<file path="src/rtl/bld_pkg.sv">
// Package for the bounded list deque: sizes, codes, item and store request types.
`default_nettype none
package bld_pkg;

  localparam int CAPACITY = 16;
  localparam int IDX_W    = (CAPACITY > 1) ? $clog2(CAPACITY) : 1;
  localparam int CNT_W    = $clog2(CAPACITY + 1);
  localparam int VAL_W    = 32;

  typedef enum logic [2:0] {
    MODE_INS_FRONT = 3'd0,
    MODE_INS_BACK  = 3'd1,
    MODE_DEL_FRONT = 3'd2,
    MODE_DEL_BACK  = 3'd3,
    MODE_DEL_VALUE = 3'd4,
    MODE_LIST      = 3'd5
  } mode_t;

  typedef enum logic [1:0] {
    ST_OK       = 2'd0,
    ST_EMPTY    = 2'd1,
    ST_NOTFOUND = 2'd2,
    ST_FULL     = 2'd3
  } status_t;

  typedef struct packed {
    mode_t                    mode;
    logic signed [VAL_W-1:0]  value;
  } in_item_t;

  typedef struct packed {
    status_t                  status;
    logic signed [VAL_W-1:0]  element;
    logic                     last;
  } out_item_t;

  // Request from the sequencer to the entry store
  typedef struct packed {
    logic                     wr_en;
    logic [IDX_W-1:0]         wr_addr;
    logic signed [VAL_W-1:0]  wr_data;
    logic [IDX_W-1:0]         rd_addr;
  } bld_mem_req_t;

  localparam logic [IDX_W-1:0] LAST_SLOT = IDX_W'(CAPACITY - 1);
  localparam logic [CNT_W-1:0] FULL_CNT  = CNT_W'(CAPACITY);

  // Step a ring slot forward, wrapping at the capacity
  function automatic logic [IDX_W-1:0] ring_inc(input logic [IDX_W-1:0] s);
    ring_inc = (s == LAST_SLOT) ? '0 : IDX_W'(s + 1'b1);
  endfunction

  // Step a ring slot back, wrapping at zero
  function automatic logic [IDX_W-1:0] ring_dec(input logic [IDX_W-1:0] s);
    ring_dec = (s == '0) ? LAST_SLOT : IDX_W'(s - 1'b1);
  endfunction

  // Ring slot of a list position; front + pos stays below twice the capacity
  function automatic logic [IDX_W-1:0] slot_at(input logic [IDX_W-1:0] front,
                                               input logic [CNT_W-1:0] pos);
    logic [CNT_W:0] sum;
    sum = (CNT_W+1)'(front) + (CNT_W+1)'(pos);
    if (sum >= (CNT_W+1)'(CAPACITY)) begin
      sum = sum - (CNT_W+1)'(CAPACITY);
    end
    slot_at = sum[IDX_W-1:0];
  endfunction

endpackage
`default_nettype wire

</file>
<file path="src/rtl/bld_store.sv">
// Entry store of the list: one write port, one registered read port, key compare.
`default_nettype none
module bld_store (
  input  wire logic                           clk,
  input  wire bld_pkg::bld_mem_req_t          req,
  input  wire logic signed [bld_pkg::VAL_W-1:0] key,
  output logic signed [bld_pkg::VAL_W-1:0]    rd_data,
  output logic                                hit
);
  import bld_pkg::*;

  logic signed [VAL_W-1:0] mem [CAPACITY];
  logic signed [VAL_W-1:0] rd_data_r;

  always_ff @(posedge clk) begin
    if (req.wr_en) begin
      mem[req.wr_addr] <= req.wr_data;
    end
  end

  always_ff @(posedge clk) begin
    rd_data_r <= mem[req.rd_addr];
  end

  // Shared compare against the search key
  assign rd_data = rd_data_r;
  assign hit     = (rd_data_r == key);

endmodule
`default_nettype wire

</file>
<file path="src/rtl/bounded_list_deque_core.sv">
// Top level of the bounded list deque: handshakes, sequencer and list state.
`default_nettype none
// Ordered list of up to CAPACITY signed 32-bit values, kept as a ring in a
// single-port-read entry store with a front slot and an element count. Every
// item gives one status result except list mode, which gives one result per
// element with last set on the final one; modes 6 and 7 are dropped silently.
// The one read port of the entry store sets the pace. Insert and delete at
// either end are done when the item is taken, the status sitting in the
// output register on the next cycle. Delete by value streams one entry per
// cycle through the compare, then closes the gap one entry per cycle. List
// mode handles each element in an address step, then an output register
// load step, and waits in the latter while the output side stalls.
// The block takes no new item until the current one is finished; it does
// take one while its last result is being handed over.
module bounded_list_deque_core (
  input  wire logic                 clk,
  input  wire logic                 rst_n,
  input  wire logic                 in_valid,
  output logic                      in_ready,
  input  wire bld_pkg::in_item_t    in_data,
  output logic                      out_valid,
  input  wire logic                 out_ready,
  output bld_pkg::out_item_t        out_data
);
  import bld_pkg::*;

  typedef enum logic [4:0] {
    S_IDLE  = 5'b00001,
    S_SRCH  = 5'b00010,
    S_SHIFT = 5'b00100,
    S_LRD   = 5'b01000,
    S_LOUT  = 5'b10000
  } state_t;

  state_t                   state_r, state_nxt;
  logic [IDX_W-1:0]         front_r, front_nxt;
  logic [CNT_W-1:0]         cnt_r, cnt_nxt;
  logic signed [VAL_W-1:0]  key_r, key_nxt;
  logic [CNT_W-1:0]         iss_pos_r, iss_pos_nxt;
  logic [IDX_W-1:0]         iss_slot_r, iss_slot_nxt;
  logic                     cmp_vld_r, cmp_vld_nxt;
  logic [CNT_W-1:0]         cmp_pos_r, cmp_pos_nxt;
  logic [IDX_W-1:0]         cmp_slot_r, cmp_slot_nxt;
  logic                     wr_pend_r, wr_pend_nxt;
  logic [IDX_W-1:0]         wr_slot_r, wr_slot_nxt;
  logic                     out_valid_r, out_valid_nxt;
  out_item_t                out_item_r, out_item_nxt;

  bld_mem_req_t             mem_req;
  logic signed [VAL_W-1:0]  rd_data;
  logic                     hit;
  logic                     out_free;
  logic                     in_fire;
  logic                     is_full;
  logic                     is_empty;
  logic [CNT_W-1:0]         cnt_m1;

  bld_store u_store (
    .clk     (clk),
    .req     (mem_req),
    .key     (key_r),
    .rd_data (rd_data),
    .hit     (hit)
  );

  // The output register is free once empty or being taken this cycle
  assign out_free  = !out_valid_r || out_ready;
  assign in_ready  = (state_r == S_IDLE) && out_free;
  assign in_fire   = in_valid && in_ready;
  assign out_valid = out_valid_r;
  assign out_data  = out_item_r;

  assign is_full  = (cnt_r == FULL_CNT);
  assign is_empty = (cnt_r == '0);
  assign cnt_m1   = CNT_W'(cnt_r - 1'b1);

  always_comb begin
    state_nxt     = state_r;
    front_nxt     = front_r;
    cnt_nxt       = cnt_r;
    key_nxt       = key_r;
    iss_pos_nxt   = iss_pos_r;
    iss_slot_nxt  = iss_slot_r;
    cmp_vld_nxt   = cmp_vld_r;
    cmp_pos_nxt   = cmp_pos_r;
    cmp_slot_nxt  = cmp_slot_r;
    wr_pend_nxt   = wr_pend_r;
    wr_slot_nxt   = wr_slot_r;
    out_valid_nxt = out_valid_r && !out_ready;
    out_item_nxt  = out_item_r;

    // The read port always follows the walk pointer
    mem_req.wr_en   = 1'b0;
    mem_req.wr_addr = wr_slot_r;
    mem_req.wr_data = rd_data;
    mem_req.rd_addr = iss_slot_r;

    case (state_r)
      S_IDLE: begin
        if (in_fire) begin
          // Default to a status-only result; list and search override
          out_item_nxt.element = '0;
          out_item_nxt.last    = 1'b1;
          out_item_nxt.status  = ST_OK;
          iss_pos_nxt          = '0;
          iss_slot_nxt         = front_r;
          cmp_vld_nxt          = 1'b0;
          wr_pend_nxt          = 1'b0;
          key_nxt              = in_data.value;
          case (in_data.mode)
            MODE_INS_FRONT: begin
              out_valid_nxt = 1'b1;
              if (is_full) begin
                out_item_nxt.status = ST_FULL;
              end else begin
                front_nxt       = ring_dec(front_r);
                cnt_nxt         = CNT_W'(cnt_r + 1'b1);
                mem_req.wr_en   = 1'b1;
                mem_req.wr_addr = ring_dec(front_r);
                mem_req.wr_data = in_data.value;
              end
            end
            MODE_INS_BACK: begin
              out_valid_nxt = 1'b1;
              if (is_full) begin
                out_item_nxt.status = ST_FULL;
              end else begin
                cnt_nxt         = CNT_W'(cnt_r + 1'b1);
                mem_req.wr_en   = 1'b1;
                mem_req.wr_addr = slot_at(front_r, cnt_r);
                mem_req.wr_data = in_data.value;
              end
            end
            MODE_DEL_FRONT: begin
              out_valid_nxt = 1'b1;
              if (is_empty) begin
                out_item_nxt.status = ST_EMPTY;
              end else begin
                front_nxt = ring_inc(front_r);
                cnt_nxt   = cnt_m1;
              end
            end
            MODE_DEL_BACK: begin
              out_valid_nxt = 1'b1;
              if (is_empty) begin
                out_item_nxt.status = ST_EMPTY;
              end else begin
                cnt_nxt = cnt_m1;
              end
            end
            MODE_DEL_VALUE: begin
              if (is_empty) begin
                out_valid_nxt       = 1'b1;
                out_item_nxt.status = ST_EMPTY;
              end else begin
                state_nxt = S_SRCH;
              end
            end
            MODE_LIST: begin
              if (is_empty) begin
                out_valid_nxt       = 1'b1;
                out_item_nxt.status = ST_EMPTY;
              end else begin
                state_nxt = S_LRD;
              end
            end
            default: begin
              // Unused modes: drop the item, no result
            end
          endcase
        end
      end

      S_SRCH: begin
        // Compare the entry read last cycle while the next one is fetched
        if (cmp_vld_r && hit) begin
          state_nxt    = S_SHIFT;
          iss_pos_nxt  = CNT_W'(cmp_pos_r + 1'b1);
          iss_slot_nxt = ring_inc(cmp_slot_r);
          wr_pend_nxt  = 1'b0;
        end else if (cmp_vld_r && (cmp_pos_r == cnt_m1)) begin
          state_nxt           = S_IDLE;
          out_valid_nxt       = 1'b1;
          out_item_nxt.status = ST_NOTFOUND;
        end else if (iss_pos_r < cnt_r) begin
          cmp_vld_nxt  = 1'b1;
          cmp_pos_nxt  = iss_pos_r;
          cmp_slot_nxt = iss_slot_r;
          iss_pos_nxt  = CNT_W'(iss_pos_r + 1'b1);
          iss_slot_nxt = ring_inc(iss_slot_r);
        end else begin
          cmp_vld_nxt = 1'b0;
        end
      end

      S_SHIFT: begin
        // Write back the entry fetched last cycle one slot nearer the front
        mem_req.wr_en = wr_pend_r;
        if (iss_pos_r < cnt_r) begin
          wr_pend_nxt  = 1'b1;
          wr_slot_nxt  = iss_slot_r;
          iss_pos_nxt  = CNT_W'(iss_pos_r + 1'b1);
          iss_slot_nxt = ring_inc(iss_slot_r);
          if (wr_pend_r) begin
            wr_slot_nxt = iss_slot_r;
          end
          wr_slot_nxt = ring_dec(iss_slot_r);
        end else begin
          wr_pend_nxt         = 1'b0;
          cnt_nxt             = cnt_m1;
          state_nxt           = S_IDLE;
          out_valid_nxt       = 1'b1;
          out_item_nxt.status = ST_OK;
        end
      end

      S_LRD: begin
        // Read address is presented; data lands in the store's register
        state_nxt = S_LOUT;
      end

      S_LOUT: begin
        // Hold the read address until the output register takes the element
        if (out_free) begin
          out_valid_nxt        = 1'b1;
          out_item_nxt.status  = ST_OK;
          out_item_nxt.element = rd_data;
          out_item_nxt.last    = (iss_pos_r == cnt_m1);
          if (iss_pos_r == cnt_m1) begin
            state_nxt = S_IDLE;
          end else begin
            iss_pos_nxt  = CNT_W'(iss_pos_r + 1'b1);
            iss_slot_nxt = ring_inc(iss_slot_r);
            state_nxt    = S_LRD;
          end
        end
      end

      default: begin
        state_nxt = S_IDLE;
      end
    endcase
  end

  // Control state
  always_ff @(posedge clk) begin
    if (!rst_n) begin
      state_r     <= S_IDLE;
      front_r     <= '0;
      cnt_r       <= '0;
      cmp_vld_r   <= 1'b0;
      wr_pend_r   <= 1'b0;
      out_valid_r <= 1'b0;
    end else begin
      state_r     <= state_nxt;
      front_r     <= front_nxt;
      cnt_r       <= cnt_nxt;
      cmp_vld_r   <= cmp_vld_nxt;
      wr_pend_r   <= wr_pend_nxt;
      out_valid_r <= out_valid_nxt;
    end
  end

  // Walk pointers, key and result payload
  always_ff @(posedge clk) begin
    key_r      <= key_nxt;
    iss_pos_r  <= iss_pos_nxt;
    iss_slot_r <= iss_slot_nxt;
    cmp_pos_r  <= cmp_pos_nxt;
    cmp_slot_r <= cmp_slot_nxt;
    wr_slot_r  <= wr_slot_nxt;
    out_item_r <= out_item_nxt;
  end

  // Element count never exceeds the capacity
  a_cnt_bound: assert property (@(posedge clk) disable iff (!rst_n)
    cnt_r <= FULL_CNT)
    else $error("element count above capacity");

  // An accepted insert into a list with room grows it by one
  a_ins_grow: assert property (@(posedge clk) disable iff (!rst_n)
    (in_fire && !is_full &&
     (in_data.mode == MODE_INS_FRONT || in_data.mode == MODE_INS_BACK))
    |=> (cnt_r == CNT_W'($past(cnt_r) + 1'b1)))
    else $error("insert did not grow the list");

  // The gap-closing walk never runs past the end of the list
  a_shift_range: assert property (@(posedge clk) disable iff (!rst_n)
    (state_r == S_SHIFT) |-> (iss_pos_r <= cnt_r))
    else $error("shift walk beyond list end");

  // A result that is not ok always closes its item
  a_status_last: assert property (@(posedge clk) disable iff (!rst_n)
    (out_valid_r && (out_item_r.status != ST_OK)) |-> out_item_r.last)
    else $error("error status without last mark");

  // The walk only runs on a non-empty list
  a_walk_nonempty: assert property (@(posedge clk) disable iff (!rst_n)
    (state_r == S_SRCH || state_r == S_LRD || state_r == S_LOUT) |-> !is_empty)
    else $error("walk on an empty list");

endmodule
`default_nettype wire

</file>
<file path="config.mk">
export PLATFORM = sky130hd
export DESIGN_NAME = bounded_list_deque_core
export DESIGN_NICKNAME = d
export VERILOG_FILES = /design/src/rtl/bld_pkg.sv /design/src/rtl/bld_store.sv /design/src/rtl/bounded_list_deque_core.sv
export SDC_FILE = /design/constraint.sdc
export NUM_CORES = 1
export LEC_CHECK = 0
export ABC_AREA = 1
export BUFFER_PORTS_ARGS = -buffer_cell sky130_fd_sc_hd__buf_4
export CORE_UTILIZATION = 57
export CTS_CLUSTER_DIAMETER = 120
export DETAILED_ROUTE_END_ITERATION = 10
export PLACE_DENSITY = 0.74
export SLEW_MARGIN = 30
export SYNTH_ARGS = -nofsm -noshare
export SYNTH_HDL_FRONTEND = slang
export SYNTH_SLANG_ARGS = --single-unit
</file>
<file path="constraint.sdc">
create_clock -name clk -period 4.6 [get_ports clk]
set_input_delay 0.69 -clock clk [delete_from_list [all_inputs] [get_ports clk]]
set_output_delay 0.69 -clock clk [all_outputs]
set_load 0.01 [all_outputs]
</file>
==> key figures <==
Status
  • Status: completed

STA
  • Fin crit share: between 70% and 80%
  • Layout Skew: 22.92 ps
  • TNS Setup: 0 ps
  • F_max: roughly 310 MHz
  • Worst-margin pin slew: 938.4 ps
  • Final hold vios: 0
  • Setup violators final: 0
  • Slew headroom: 37.02%
  • Final setup margin: around 1400 ps
  • Max Slew Vio Count: 0
  • Minimum clock period: between 3000 and 4000 ps
  • RSZ-0062 raised after global routing: false

Floorplanning
  • # IOs: 76
  • Die height: approximately 220 um
  • Starting Density: 57.57%
  • Die width: 218.6 um
  • Core ar.: 0.04646 mm^2
  • Row count: just under 80
  • Die area: about 0.048 mm^2

Finish
  • Area delta synth->final: 14.14%
  • Layout Nets: around 2400
  • # diodes: 0
  • Share of cells above drive strength 1: 12.64%
  • Fill cell count: approximately 3300
  • Register Area: 0.01903 mm^2
  • Multi-input logic area: approximately 0.0069 mm^2
  • Final core utilization: roughly two thirds
  • Cell area after layout: a little over 0.03 mm^2
  • Final Non-Filler Cells: 3004

GRT
  • Congestion Overflow GR: 0
  • Total routing usage reported by global routing: between 20 and 30%
  • Vias in the first global route: roughly 17000
  • First-pass GRT wire length: around 100000 um
  • Largest net degree at the start of global routing: roughly 260
  • Initial antenna violation count: 1

Clock network
  • CTS tree: done
  • H-Tree Depth: 3
  • Skew-Pair Late Insertion Delay: a little over 600 ps
  • CTS max path bufs: 3
  • Root buffer cell: clkbuf_16
  • Post-CTS setup buffer count: 0
  • Clock transition at the registers of the reported paths: 60 ps
  • Post-CTS Resized: 0
  • Hold Buf Count CTS: 0
  • Num CTS Buffers: 66
  • CTS Sinks: 650

Worst setup path
  • Worst Setup End Kind: register
  • Critical Path AT: 3520 ps
  • Required @ worst endpoint: about 4900 ps
  • R2r worst-path depth: 11
  • WS Path Type: register to register
  • Startpoint types: register
  • Crit path max fanout: 18

Drt
  • # DRC: 0
  • Avg Vias per Cell: a little over 6
  • Drt pass-1 iters: 6
  • DRT Wirelength: ~66000 um
  • Iteration-0 DRC count of the detailed router: about 2000
  • Vias: 18120
  • Avg WL per Cell: approximately 22 um
  • Antenna viol nets, final: 0

Min path
  • Hold Crit Class: primary input to register
  • Hold path depth: 1

Power and ir drop
  • Static leakage: roughly 0.011 uW
  • Pwr Density: between 600 and 700 mW/mm^2
  • Worst IR Drop VDD: about 0.49 mV

Synthesis
  • #FFs+latches synth: 650
  • Register area share after synthesis: 71.15%
  • Mapped cell area: 0.02674 mm^2
  • Synth unique cells: 42
  • Yosys warns: 0
  • Syn Area/Cell: between 10 and 15 um^2
  • Syn_nets: roughly 2300
  • Post-synthesis instance total: 2258

Placed design
  • Placed cell count: between 2000 and 3000
  • Placer congestion estimate: around 0.87
  • Place WS: approximately 1200 ps
  • Final HPWL DP: around 38000 um
  • Area of placed instances: ~0.028 mm^2
  • PortBufs: 75

Run
  • MaxCap Viol Count: 0
metal layers:
layer  vias up  global-route usage [%]  routed length, um
met2       909                   44.28              31490
met5         -                       0                  0
met3       125                   4.621               5300
met1      8810                   39.12              27400
li1       8276                       -                  -
met4         0                   9.534               1738
power breakdown:
part	switching [uW]	internal, uW	leakage (uW)
clock	2250	3110	0.00106
sequential	327	7880	0.00590
combinational	4720	1960	0.00389
total	7300	13000	0.0108
path summary, 6_finish.rpt:
check,slack (ps),start,end
hold reg to reg,480,wr_pend_r$_SDFFE_PN0P_,wr_pend_r$_SDFFE_PN0P_
hold / removal,270,in_data[11],key_r[11]$_DFFE_PP_
setup / recovery,1380,cnt_r[0]$_SDFFE_PN0P_,u_store.mem[14][17]$_DFFE_PP_
setup reg to reg,1380,cnt_r[0]$_SDFFE_PN0P_,u_store.mem[14][17]$_DFFE_PP_
worst max-delay path, cell delays in order, from the launching register on:
cell	delay, ps
dfxtp_1	460
inv_1	160
ha_1	260
nand2_2	110
nor2_2	60
nand2_2	110
nand2_4	70
nor2_8	230
or2_1	180
nand3_1	320
nor2_4	650
buf_4	300
cell usage in the layout (no fill, tap or decap), drive strengths merged:
master      n
edfxtp    601
a22oi       1
o31ai       1
ha         18
nand3     103
o211ai     20
xor2       13
buf       135
fa          1
o21a        1
a21oi      23
a211oi      1
bufinv      5
clkinvlp    3
o22ai      88
nand2     289
and2        3
o21ai     322
nand3b      2
mux2i       1
xnor2      19
nor2      387
dfxtp      49
nor3        7
clkbuf     87
or2         4
clkinv     23
nand4      12
o221ai     46
inv       132
area by class of cell:
class	count	area share (%)
sequential	650	62.34
inverter	129	1.603
tap	607	2.488
clock buffer	87	6.005
timing repair buffer	135	3.779
multi-input combinational	1362	22.70
clock inverter	34	1.094
per-stage QoR:
stage | hold slack [ps] | total power (uW)
finish | 266.6 | 20260
global route | 250.6 | 21250
CTS | 241.1 | 20210
detailed placement | 465.0 | 14860
global placement | 458.1 | 14610
floorplan | 439.4 | 12500
flip-flops by register name (all words and copies together) (netlist names), 5 cells and up:
name,cells
cmp_pos_r,5
u_store.rd_data,32
state_r,5
cnt_r,5
u_store.mem,512
iss_pos_r,5
out_data,35
key_r,32
cell usage after synthesis (all sizes together):
cell,count,share of area [%]
mux2i,1,0.051
xor2,13,0.43
nor2,387,5.6
o31ai,1,0.028
o221ai,46,1.5
and2,3,0.070
nand4,12,0.28
ha,18,0.84
a21oi,23,0.43
o211ai,20,0.56
a211oi,1,0.028
nand3,103,2.0
buf,35,0.68
clkbuf,82,1.2
fa,1,0.075
xnor2,19,0.62
nor3,7,0.19
inv,127,1.8
nand3b,2,0.056
nand2,289,4.2
o21ai,322,6.0
a22oi,1,0.028
or2,4,0.094
o22ai,88,2.1
edfxtp,601,67
clkinv,2,0.028
o21a,1,0.028
dfxtp,49,3.7
kinds of logic (layout without fill, tap and decap cells):
kind of cell | count (synthesis) | count (layout) | synth area share, %
flip-flops | 650 | 650 | 71.15
AO/OA/AOI/OAI | 503 | 503 | 10.71
AND/OR/NAND/NOR | 807 | 807 | 12.48
adder cells (fa/ha/maj) | 19 | 19 | 0.9170
XOR/XNOR | 32 | 32 | 1.048
buffers and inverters | 246 | 385 | 3.644
multiplexers | 1 | 1 | 0.05145
Power figures use the tool's default switching activity.
